### src/hdl/lbct_pkg.sv
// shared constants, codes and types for the lru block cache tag controller
package lbct_pkg;

    localparam int WAYS    = 5;
    localparam int CACHES  = 2;
    localparam int ENTRIES = CACHES * WAYS;
    localparam int IDX_W   = (ENTRIES > 1) ? $clog2(ENTRIES) : 1;
    localparam int WAY_W   = $clog2(WAYS + 1);

    localparam int SEL_W    = 2;
    localparam int BLK_W    = 32;
    localparam int STAMP_W  = 32;
    localparam int STATUS_W = 3;
    localparam int WAYIDX_W = 3;

    localparam int S_TDATA_W = 40;
    localparam int S_TUSER_W = 2;
    localparam int M_TDATA_W = 8;
    localparam int M_TUSER_W = 3;

    localparam logic [STATUS_W-1:0] ST_HIT    = 3'd0;
    localparam logic [STATUS_W-1:0] ST_FILLED = 3'd1;
    localparam logic [STATUS_W-1:0] ST_BYPASS = 3'd2;
    localparam logic [STATUS_W-1:0] ST_NOZONE = 3'd3;
    localparam logic [STATUS_W-1:0] ST_FAILED = 3'd4;

    // result of comparing one way against the request and the oldest so far
    typedef struct packed {
        logic match;
        logic older;
    } cmp_res_t;

endpackage

### src/hdl/lbct_way_cmp.sv
// shared compare unit: tag match and oldest-stamp test for one way
module lbct_way_cmp (
    input  logic [lbct_pkg::BLK_W-1:0]   tag,
    input  logic [lbct_pkg::STAMP_W-1:0] stamp,
    input  logic [lbct_pkg::BLK_W-1:0]   blk,
    input  logic [lbct_pkg::STAMP_W-1:0] best_stamp,
    input  logic                         first,
    output lbct_pkg::cmp_res_t           res
);

    always_comb begin
        res.match = (tag == blk);
        // first way seeds the victim search, later ways must be strictly older
        res.older = first || (stamp < best_stamp);
    end

endmodule

### src/hdl/lru_block_cache_tags.sv
// top level: request sequencer, tag and stamp stores, result register
//
//  channel | ports         | fields, lowest bit first
//  --------+---------------+-------------------------------------------------
//  request | s_t*          | tuser: cache_select[1:0]
//          |               | tdata: block_number[31:0], fill_ok[32], zero pad
//  result  | m_t*          | tuser: status[2:0]
//          |               | tdata: way_index[2:0], zero pad
//
// a cached request is accepted, then walks each way in turn through the shared
// compare unit, then updates the stores and presents the result; no-zone and
// bypass requests finish in the accept cycle.
// aresetn clears tags, stamps and the access counter at once.
// s_tready is low while a request is in flight or the result word is stalled.
module lru_block_cache_tags (
    input  logic                             aclk,
    input  logic                             aresetn,
    input  logic                             s_tvalid,
    output logic                             s_tready,
    input  logic [lbct_pkg::S_TDATA_W-1:0]   s_tdata,  // block_number, fill_ok
    input  logic [lbct_pkg::S_TUSER_W-1:0]   s_tuser,  // cache_select
    output logic                             m_tvalid,
    input  logic                             m_tready,
    output logic [lbct_pkg::M_TDATA_W-1:0]   m_tdata,  // way_index
    output logic [lbct_pkg::M_TUSER_W-1:0]   m_tuser   // status
);

    localparam logic [1:0] S_IDLE   = 2'd0;
    localparam logic [1:0] S_SCAN   = 2'd1;
    localparam logic [1:0] S_UPDATE = 2'd2;
    localparam logic [1:0] S_DONE   = 2'd3;

    logic [1:0] state_reg, state_next;

    logic [lbct_pkg::BLK_W-1:0]   tag_store_reg   [lbct_pkg::ENTRIES];
    logic [lbct_pkg::STAMP_W-1:0] stamp_store_reg [lbct_pkg::ENTRIES];
    logic [lbct_pkg::STAMP_W-1:0] counter_reg;

    logic [lbct_pkg::BLK_W-1:0]   blk_reg;
    logic                         fill_reg;
    logic [lbct_pkg::IDX_W-1:0]   base_reg;
    logic [lbct_pkg::WAY_W-1:0]   way_reg;
    logic                         hit_reg;
    logic [lbct_pkg::WAY_W-1:0]   hit_way_reg;
    logic [lbct_pkg::WAY_W-1:0]   vict_way_reg;
    logic [lbct_pkg::STAMP_W-1:0] best_stamp_reg;
    logic [lbct_pkg::WAY_W-1:0]   res_way_reg;
    logic [lbct_pkg::STATUS_W-1:0] res_status_reg;

    logic                          m_valid_reg;
    logic [lbct_pkg::STATUS_W-1:0] m_status_reg;
    logic [lbct_pkg::WAYIDX_W-1:0] m_way_reg;

    logic                         out_free;
    logic                         s_accept;
    logic [lbct_pkg::SEL_W-1:0]   in_sel;
    logic [lbct_pkg::BLK_W-1:0]   in_blk;
    logic                         in_fill;
    logic                         in_nozone;
    logic                         in_bypass;
    logic [lbct_pkg::IDX_W-1:0]   rd_idx;
    logic                         last_way;
    logic [lbct_pkg::WAY_W-1:0]   sel_way;
    logic [lbct_pkg::IDX_W-1:0]   upd_idx;
    logic                         do_write;
    lbct_pkg::cmp_res_t           cmp;

    assign out_free  = !m_valid_reg || m_tready;
    assign s_tready  = (state_reg == S_IDLE) && out_free;
    assign s_accept  = s_tvalid && s_tready;
    assign in_sel    = s_tuser[lbct_pkg::SEL_W-1:0];
    assign in_blk    = s_tdata[lbct_pkg::BLK_W-1:0];
    assign in_fill   = s_tdata[lbct_pkg::BLK_W];
    assign in_nozone = (in_blk == '0);
    assign in_bypass = (32'(in_sel) >= 32'(lbct_pkg::CACHES));

    assign rd_idx   = base_reg + lbct_pkg::IDX_W'(way_reg);
    assign last_way = (way_reg == lbct_pkg::WAY_W'(lbct_pkg::WAYS - 1));
    assign sel_way  = hit_reg ? hit_way_reg : vict_way_reg;
    assign upd_idx  = base_reg + lbct_pkg::IDX_W'(sel_way);
    assign do_write = (state_reg == S_UPDATE) && (hit_reg || fill_reg);

    lbct_way_cmp u_cmp (
        .tag        (tag_store_reg[rd_idx]),
        .stamp      (stamp_store_reg[rd_idx]),
        .blk        (blk_reg),
        .best_stamp (best_stamp_reg),
        .first      (way_reg == '0),
        .res        (cmp)
    );

    always_comb begin
        state_next = state_reg;
        unique case (state_reg)
            S_IDLE: begin
                if (s_accept && !in_nozone && !in_bypass) begin
                    state_next = S_SCAN;
                end
            end
            S_SCAN: begin
                if (last_way) begin
                    state_next = S_UPDATE;
                end
            end
            S_UPDATE: begin
                state_next = S_DONE;
            end
            S_DONE: begin
                if (out_free) begin
                    state_next = S_IDLE;
                end
            end
            default: begin
                state_next = S_IDLE;
            end
        endcase
    end

    always_ff @(posedge aclk) begin
        if (!aresetn) begin
            state_reg <= S_IDLE;
        end else begin
            state_reg <= state_next;
        end
    end

    // request capture and scan bookkeeping
    always_ff @(posedge aclk) begin
        if (s_accept) begin
            blk_reg  <= in_blk;
            fill_reg <= in_fill;
            base_reg <= lbct_pkg::IDX_W'(32'(in_sel) * lbct_pkg::WAYS);
            way_reg  <= '0;
            hit_reg  <= 1'b0;
        end else if (state_reg == S_SCAN) begin
            way_reg <= way_reg + 1'b1;
            if (cmp.match && !hit_reg) begin
                hit_reg     <= 1'b1;
                hit_way_reg <= way_reg;
            end
            if (cmp.older) begin
                vict_way_reg   <= way_reg;
                best_stamp_reg <= stamp_store_reg[rd_idx];
            end
        end
        if (state_reg == S_UPDATE) begin
            res_way_reg <= sel_way;
            if (hit_reg) begin
                res_status_reg <= lbct_pkg::ST_HIT;
            end else if (fill_reg) begin
                res_status_reg <= lbct_pkg::ST_FILLED;
            end else begin
                res_status_reg <= lbct_pkg::ST_FAILED;
            end
        end
    end

    // tag and stamp stores with the shared access counter
    always_ff @(posedge aclk) begin
        if (!aresetn) begin
            counter_reg <= '0;
            for (int i = 0; i < lbct_pkg::ENTRIES; i++) begin
                tag_store_reg[i]   <= '0;
                stamp_store_reg[i] <= '0;
            end
        end else if (do_write) begin
            counter_reg              <= counter_reg + 1'b1;
            stamp_store_reg[upd_idx] <= counter_reg + 1'b1;
            tag_store_reg[upd_idx]   <= blk_reg;
        end
    end

    // result word register
    always_ff @(posedge aclk) begin
        if (!aresetn) begin
            m_valid_reg <= 1'b0;
        end else if (s_accept && (in_nozone || in_bypass)) begin
            m_valid_reg <= 1'b1;
        end else if ((state_reg == S_DONE) && out_free) begin
            m_valid_reg <= 1'b1;
        end else if (m_tready) begin
            m_valid_reg <= 1'b0;
        end
    end

    always_ff @(posedge aclk) begin
        if (s_accept && in_nozone) begin
            m_status_reg <= lbct_pkg::ST_NOZONE;
            m_way_reg    <= '0;
        end else if (s_accept && in_bypass) begin
            m_status_reg <= lbct_pkg::ST_BYPASS;
            m_way_reg    <= '0;
        end else if ((state_reg == S_DONE) && out_free) begin
            m_status_reg <= res_status_reg;
            m_way_reg    <= lbct_pkg::WAYIDX_W'(res_way_reg);
        end
    end

    assign m_tvalid = m_valid_reg;
    assign m_tuser  = m_status_reg;
    assign m_tdata  = {{(lbct_pkg::M_TDATA_W - lbct_pkg::WAYIDX_W){1'b0}}, m_way_reg};

endmodule

### config.mk
export PLATFORM = sky130hd
export DESIGN_NAME = lru_block_cache_tags
export DESIGN_NICKNAME = d
export VERILOG_FILES = /design/src/hdl/lbct_pkg.sv /design/src/hdl/lbct_way_cmp.sv /design/src/hdl/lru_block_cache_tags.sv
export SDC_FILE = /design/constraint.sdc
export NUM_CORES = 1
export LEC_CHECK = 0
export ABC_AREA = 1
export BUFFER_PORTS_ARGS = -buffer_cell sky130_fd_sc_hd__buf_2
export CAP_MARGIN = 40
export CORE_MARGIN = 3
export CORE_UTILIZATION = 60
export CTS_CLUSTER_DIAMETER = 50
export CTS_CLUSTER_SIZE = 40
export DETAILED_ROUTE_END_ITERATION = 8
export PLACE_DENSITY_LB_ADDON = 0.05
export REMOVE_ABC_BUFFERS = 1
export SLEW_MARGIN = 20
export SYNTH_ARGS = -nofsm -noshare
export SYNTH_HDL_FRONTEND = slang
export SYNTH_SLANG_ARGS = --single-unit
### constraint.sdc
create_clock -name aclk -period 17.9 [get_ports aclk]
set_input_delay 3.58 -clock aclk [delete_from_list [all_inputs] [get_ports aclk]]
set_output_delay 3.58 -clock aclk [all_outputs]
set_load 0.02 [all_outputs]
**Yosys cells after proc, flatten, opt, wreduce, memory -nomap -nowiden**

Memory sizes are Yosys's and may differ from the RTL's.
Index checks and enable logic that the tools add are counted.

- Add/sub/neg operators: 4
- Multiply operators: 1
- $lt $le $gt $ge: 2
- Equality and inequality tests: 8
- Mux-type cells: 21
- Bitwise logic cells: 1
- Reduce and logical (&&, ||, !) cells: 30

Operators by type and width:

| operator | number |
|---|---|
| $mux W32 | 2 |
| $reduce_or A32 Y1 | 2 |
| $add A32 B1 Y32 const B | 1 |
| $eq A32 B32 Y1 | 1 |
| $logic_not A32 Y1 | 1 |
| $lt A32 B32 Y1 | 1 |
| $mux W1 | 11 |
| $logic_and A1 B1 Y1 | 10 |
| $reduce_and A3 Y1 | 3 |
| $add A4 B3 Y4 | 2 |
| $mux W4 | 2 |
| $pmux W2 S4 | 1 |
| $mux W2 | 3 |
| $mux W3 | 2 |
| $eq A2 B2 Y1 const B | 2 |
| $logic_not A1 Y1 | 4 |
| $logic_or A1 B1 Y1 | 4 |
| $mul A2 B3 Y4 const B | 1 |
| $ne A2 B2 Y1 const B | 2 |
| $add A3 B1 Y3 const B | 1 |
| $eq A3 B3 Y1 const B | 1 |
| $logic_not A3 Y1 | 1 |
| $reduce_bool A3 Y1 | 1 |
| $eq A2 B1 Y1 const B | 1 |
| 7 further kinds | 7 |

- Bits in registers: 126
- Memory bits (writable): 640
- Input bits: 46
- Logic and storage cells: 85
- Memories: 2

Memory list:

| memory | depth | bits a word | read ports | clocked after Yosys merged registers in | write ports | line | text |
|---|---|---|---|---|---|---|---|
| stamp_store_reg | 10 | 32 | 1 | 0 | 10 | lru_block_cache_tags.sv:36 | `logic [lbct_pkg::STAMP_W-1:0] stamp_store_reg [lbct_pkg::ENTRIES];` |
| tag_store_reg | 10 | 32 | 1 | 0 | 10 | lru_block_cache_tags.sv:35 | `logic [lbct_pkg::BLK_W-1:0] tag_store_reg [lbct_pkg::ENTRIES];` |

**Logic depth before layout (Yosys ltp)**

Gate-level depths: netlist of the first run.

- Depth in word-level cells: 8
- Depth in mapped cells: 24

**By module**

A second synthesis of the first run with hierarchy kept.

- Cell total of the unflattened synthesis: 4253
- Area total of the unflattened synthesis: 50089.3 um^2

By module, submodules not included:

| module | instances | cells an instance | area each (um^2) | seq. area each (um^2) |
|---|---|---|---|---|
| lru_block_cache_tags | 1 | 4054 | 48864.4 | 33992.6 |
| lbct_way_cmp | 1 | 199 | 1224.9 | 0.0 |

**Worst setup path before layout of the first run**

OpenSTA, ideal clock, no wires.

- Kind: in2reg
- Start point: input aresetn
- End point: memory stamp_store_reg[9][0] (netlist bit), enable pin
- Data arrival time: 8.934 ns
- Path slack: 8.388 ns
- Stages on the path: 8
- Buffers on the path: 1
- Cell sequence: buf_2 -> inv_2 -> nor2_4 -> inv_2 -> nor2_1 -> nor2_1 -> inv_1 -> nor3b_1

RTL lines:

| element | line | text |
|---|---|---|
| start: declaration | lru_block_cache_tags.sv:17 | `input logic aresetn,` |
| end: declaration | lru_block_cache_tags.sv:36 |  |

==> run summary, run 1 <==
Syn Inst Count - 4524
Peak supply drop - 0.246 mV
number of hold buffers added after cts - 0
cell taking the most area after synthesis - edfxtp_1
Mean Syn Cell Area - 11.0 µm²
crit path max-delay cell type - nand2_4
Synth top area share - 0.667
vias in the first global route - 32500
CTS Root Cell - clkbuf_16
Cell Rows - 104
Pre-Repair DR Iteration Count - 7
Hold WS - 0.522 ns
Placeable Area - 81200 µm²
Final Critical Period - 8.48 ns
final net count - 4530
clock tree buffer depth - 3
GPL Wtd Cong - 0.890
initial core utilization - 0.611
port bufs - 46
FILL cells - 6052
Max Transition Viols Final - 0
Arrival @ worst endpoint - 8.78 ns
Seq/Total Area, Yosys - 0.686
Num CTS Buffers - 108
synthesis-stage register bit count - 1147
GR Util All Layers - 0.309
Leak - 19.9 nW
I/O pin cnt - 59
most used cell, CP - inv_2
clk_lat worst skew - 0.67 ns
die area - 86100 µm²
Syn. warnings - 0
Vias/cell - 6.14
synthesized area - 49600 µm²
final WL - 133000 µm
Hold WC Path Type - reg -> reg
Slew HR - 0.293
initial drt markers - 3967
gr ovfl total - 0
largest net degree at the start of global routing - 192
CP top delay family - simple AND/OR/NAND/NOR gates
Die W - 293 µm
antenna viol nets, final - 0
Final setup viols - 0
RSZ-0062 raised after global routing - no
Main synth FF type - edfxtp_1
Synth cell types - 47
CP max FO - 35
H-tree depth - 3
Tcrit/Tclk final - 0.474
Pwr Density - 161 nW/µm²
top cells by count, synth - edfxtp_1, nand2_1, nor2_1
DRC Markers - 0
first-pass GRT wire length - 200000 µm
status - completed
CTS tree - built
Final Skew - 0.0244 ns
crit end category - flop
post-CTS resize count - 0
Clock transition at path regs - 0.07 ns
Final Hold Viols - 0
Final Instance Count excl. Fillers - 5590
critical-path cell list - buf_2 -> inv_2 -> nor2_4 -> buf_4 -> inv_2 -> nor2_1 -> inv_2 -> nor2_1 -> nand3_4 -> nand2_4 -> buf_4
Area Overhead vs Synth - 10.2%
count leader, synth - edfxtp_1
Cells after DPL - 5383
Worst Path Required - 18.19 ns
number of synthesized flops with an enable pin - 1102
clk sinks - 1147
Avg WL per Cell - 23.7 µm
Post-synth ARST share - 0
worst slew pin tran - 1.06 ns
crit start category - input pin
die height - 293 µm
initial antenna violation count - 1
CP Class - in -> reg
share of cells above drive strength 1 - 0.0874
Max Cap Violations - 0
via count - 34300
crit-path max cell delay - 0.80 ns
fmax - 0.118 GHz
final HPWL from detailed placement - 68300 µm
WP buf/inv - 6
top cells by area, synth - edfxtp_1, nand2_1, nand3_1
Setup Fix Bufs, Post-CTS - 0
## layer usage
layer,global-route usage,vias to the layer above,share of wire
met3,0.0523,253,0.11
met5,0,-,0
li1,-,15600,-
met4,0.0963,0,0.027
met1,0.451,16800,0.41
met2,0.483,1782,0.46
## cells in the final DEF, fill, tap and decap left out, types with 45 or more instances in the layout
master        n
buf_2        47
a21oi_1     255
nor2_1      634
nand3_1     501
o21ai_0      96
a221oi_1    116
buf_4        46
edfxtp_1   1102
dfxtp_1      45
clkbuf_16   110
nand2_1    1036
inv_1       161
## tightest hold or removal path, delay by kind of cell, from the launching register on
family / cells / cell delay, ns
flops: 1 / 0.33
simple gates: 2 / 0.16
## cell type report
type,instances,area (µm²),area share
inverters,201,769,0.0141
flip-flops and latches,1147,34000,0.622
diodes,1,2.50,0.0000458
repair buffers,115,1100,0.0202
clock buffers,115,2780,0.0509
multi-input cells,2864,13700,0.250
clock inverters,87,1010,0.0185
well taps,1060,1330,0.0243
## metrics by stage
stage                     TNS (ns)   util  worst slack, ns  cell area (µm²)  power [mW]
after floorplan            -330.50      -            -6.13            48100        5.66
after global placement           0  0.621             8.50            50400        6.33
after detailed placement         0  0.625             8.79            50700        6.42
after CTS                        0  0.672             9.51            54500        8.81
after global routing             0  0.673             9.25            54600        9.27
final                            0  0.673             9.42            54600        8.82
## path summary, 6_finish.rpt
path / start / end / slack (ns) / cells past startpoint
worst max-delay path: aresetn / tag_store_reg[8][18] / 9.42 / 11
worst min-delay path: res_status_reg[0] / m_tuser[0] / 0.52 / 2
worst max register to register: base_reg[2] / best_stamp_reg[13] / 11.42 / 17
worst min register to register: res_status_reg[0] / m_tuser[0] / 0.52 / 2
## power breakdown
group	switching, mW	internal, mW	leakage (nW)	total, mW
logic	2.27	0.920	6.62	3.19
clock network	1.09	1.32	1.85	2.41
registers	0.0690	3.15	11.4	3.22
## cells by family after synthesis
| logic type | share of synthesized area |
|---|---|
| fa+ha+maj | 0.0122 |
| xor+xnor | 0.00866 |
| buf+inv | 0.0444 |
| other cells | 0.0000756 |
| simple gates | 0.190 |
| flops | 0.686 |
| compound gates | 0.0591 |
Note: power is estimated with default switching activity, not from simulation.
==> inputs of run 2 (changes only) <==
--- a/config.mk
+++ b/config.mk
@@ -5,11 +5,11 @@
 export SDC_FILE = /design/constraint.sdc
 export NUM_CORES = 1
 export LEC_CHECK = 0
-export ABC_AREA = 1
+export ABC_AREA = 0
 export BUFFER_PORTS_ARGS = -buffer_cell sky130_fd_sc_hd__buf_2
 export CAP_MARGIN = 40
 export CORE_MARGIN = 3
-export CORE_UTILIZATION = 60
+export CORE_UTILIZATION = 57
 export CTS_CLUSTER_DIAMETER = 50
 export CTS_CLUSTER_SIZE = 40
 export DETAILED_ROUTE_END_ITERATION = 8
==> constraint.sdc (replaced) <==
create_clock -name aclk -period 7 [get_ports aclk]
set_input_delay 1.4 -clock aclk [delete_from_list [all_inputs] [get_ports aclk]]
set_output_delay 1.4 -clock aclk [all_outputs]
set_load 0.02 [all_outputs]
==> run summary, run 2 <==
status - completed
Vias/cell - 6.30
antenna viol nets, final - 0
CTS tree - built
Num CTS Buffers - 112
Avg WL per Cell - 28.4 µm
GR Util All Layers - 0.281
most common cell after layout, fill and taps aside - edfxtp_1
Pwr Density - 382 nW/µm²
CP Class - reg -> reg
crit path max-delay cell type - fa_4
RSZ-0062 raised after global routing - no
Final Hold Viols - 0
gr ovfl total - 0
Hold WS - 0.454 ns
crit start category - flop
Synth top area share - 0.685
Clock transition at path regs - 0.06 ns
Arrival @ worst endpoint - 6.41 ns
Main synth FF type - edfxtp_1
Leak - 18.3 nW
Compound-Gate Fraction of Synth Area - 0.0185
Max Cap Violations - 0
Worst Path Required - 7.34 ns
Cell Rows - 106
initial core utilization - 0.576
DRC Markers - 0
count leader, synth - edfxtp_1
clk_lat worst skew - 0.69 ns
largest family of logic cells by synthesized area - multiplexers
Hold Path Depth - 2
die area - 88300 µm²
mux contribution to synthesized area - 0.147
final setup margin - 0.935 ns
GPL Wtd Cong - 0.802
I/O pin cnt - 59
synthesis-stage register bit count - 1147
Final Instance Count excl. Fillers - 4286
Hold WC Path Type - reg -> reg
cell taking the most area after synthesis - edfxtp_1
Syn Inst Count - 2976
Seq/Total Area, Yosys - 0.704
Tcrit/Tclk final - 0.866
clk sinks - 1147
CTS Root Cell - clkbuf_16
die height - 297 µm
Area Overhead vs Synth - 13.2%
fmax - 0.165 GHz
Final Skew - 0.0287 ns
Post-synth ARST share - 0
reg2reg setup slack - 0.93 ns
largest net degree at the start of global routing - 66
Max Transition Viols Final - 0
worst slew pin tran - 0.881 ns
FF-to-FF path depth - 14
first-pass GRT wire length - 181000 µm
Final Critical Period - 6.07 ns
initial drt markers - 2987
post-CTS resize count - 0
Die W - 297 µm
crit end category - flop
crit-path max cell delay - 1.12 ns
H-tree depth - 3
Final setup viols - 0
most frequent cells in the layout - edfxtp_1, nor2_1, mux4_2, nand2_1, inv_1
Synth cell types - 61
Placeable Area - 83800 µm²
number of synthesized flops with an enable pin - 1102
clock tree buffer depth - 3
final net count - 3147
port bufs - 46
via count - 27000
Pre-Repair DR Iteration Count - 5
setup TNS - 0 ns
post-synthesis xor/xnor area fraction - 0.00925
final WL - 122000 µm
initial antenna violation count - 1
Syn. warnings - 0
FILL cells - 5954
synthesized area - 48300 µm²
ANT cells - 0
Peak supply drop - 0.262 mV
Slew HR - 0.413
Synth Area in Simple Gates - 0.0810
final HPWL from detailed placement - 71600 µm
share of cells above drive strength 1 - 0.224
Power, Total - 20.9 mW
dpl ws - 0.989 ns
Cells after DPL - 4068
top cells by count, synth - edfxtp_1, nor2_1, mux4_2
top cells by area, synth - edfxtp_1, mux4_2, nor2_1
CP max FO - 35
Mean Syn Cell Area - 16.2 µm²
critical-path cell list - ha_4 -> fa_4 -> buf_4 -> mux4_2 -> mux4_2 -> ha_1 -> a21o_1 -> a21oi_1 -> o21ai_0 -> a31o_2 -> a21oi_1 -> or4b_1 -> a211oi_4 -> buf_12
vias in the first global route - 27400
number of hold buffers added after cts - 0
Setup Fix Bufs, Post-CTS - 0
Adder-Cell Fraction of Synth Area - 0.0125
## run 2: power by group
group,switching [mW],internal (mW)
Clock,2.92,3.51
Combinational,3.48,2.92
Sequential,0.153,7.92
## run 2: cell type report
type | count | area, µm² | share of cell area
timing repair buffer | 156 | 1550 | 0.0283
clock buffer | 118 | 2850 | 0.0521
inverter | 115 | 432 | 0.00790
clock inverter | 94 | 1200 | 0.0219
tap | 1134 | 1420 | 0.0260
sequential | 1147 | 34000 | 0.622
multi-input combinational | 1522 | 13200 | 0.242
## run 2: kinds of logic (layout without fill, tap and decap cells)
kind of cell	Yosys count	in the layout
compound gates	126	126
xor+xnor	51	51
fa+ha+maj	47	47
buf+inv	311	483
flops	1147	1147
mux	343	343
other cells	1	5
simple gates	950	950
## run 2: critical path: cells and delay by family, from the launching register on
family	cells	cell delay, ns
fa+ha+maj	3	1.65
compound gates	6	1.59
mux	2	0.82
simple gates	1	0.63
buf+inv	2	0.56
flops	1	0.48
## run 2: final timing paths
kind,to,from
max,best_stamp_reg[6],base_reg[2]
min reg2reg,counter_reg[15],counter_reg[15]
max reg2reg,best_stamp_reg[6],base_reg[2]
min,counter_reg[15],counter_reg[15]
## run 2: per-stage QoR
stage                     area (µm²)   util
final                          54700  0.652
after detailed placement       50500  0.603
after CTS                      54600  0.651
after global routing           54700  0.652
after global placement         50200  0.599
after floorplan                47400      -
## run 2: routing by layer
metal  vias up  track usage  share of wire
met3       189       0.0504          0.092
met1     14000        0.401           0.40
met2      1372        0.453           0.48
li1      11500            -              -
met5         -            0              0
met4         0       0.0767          0.024
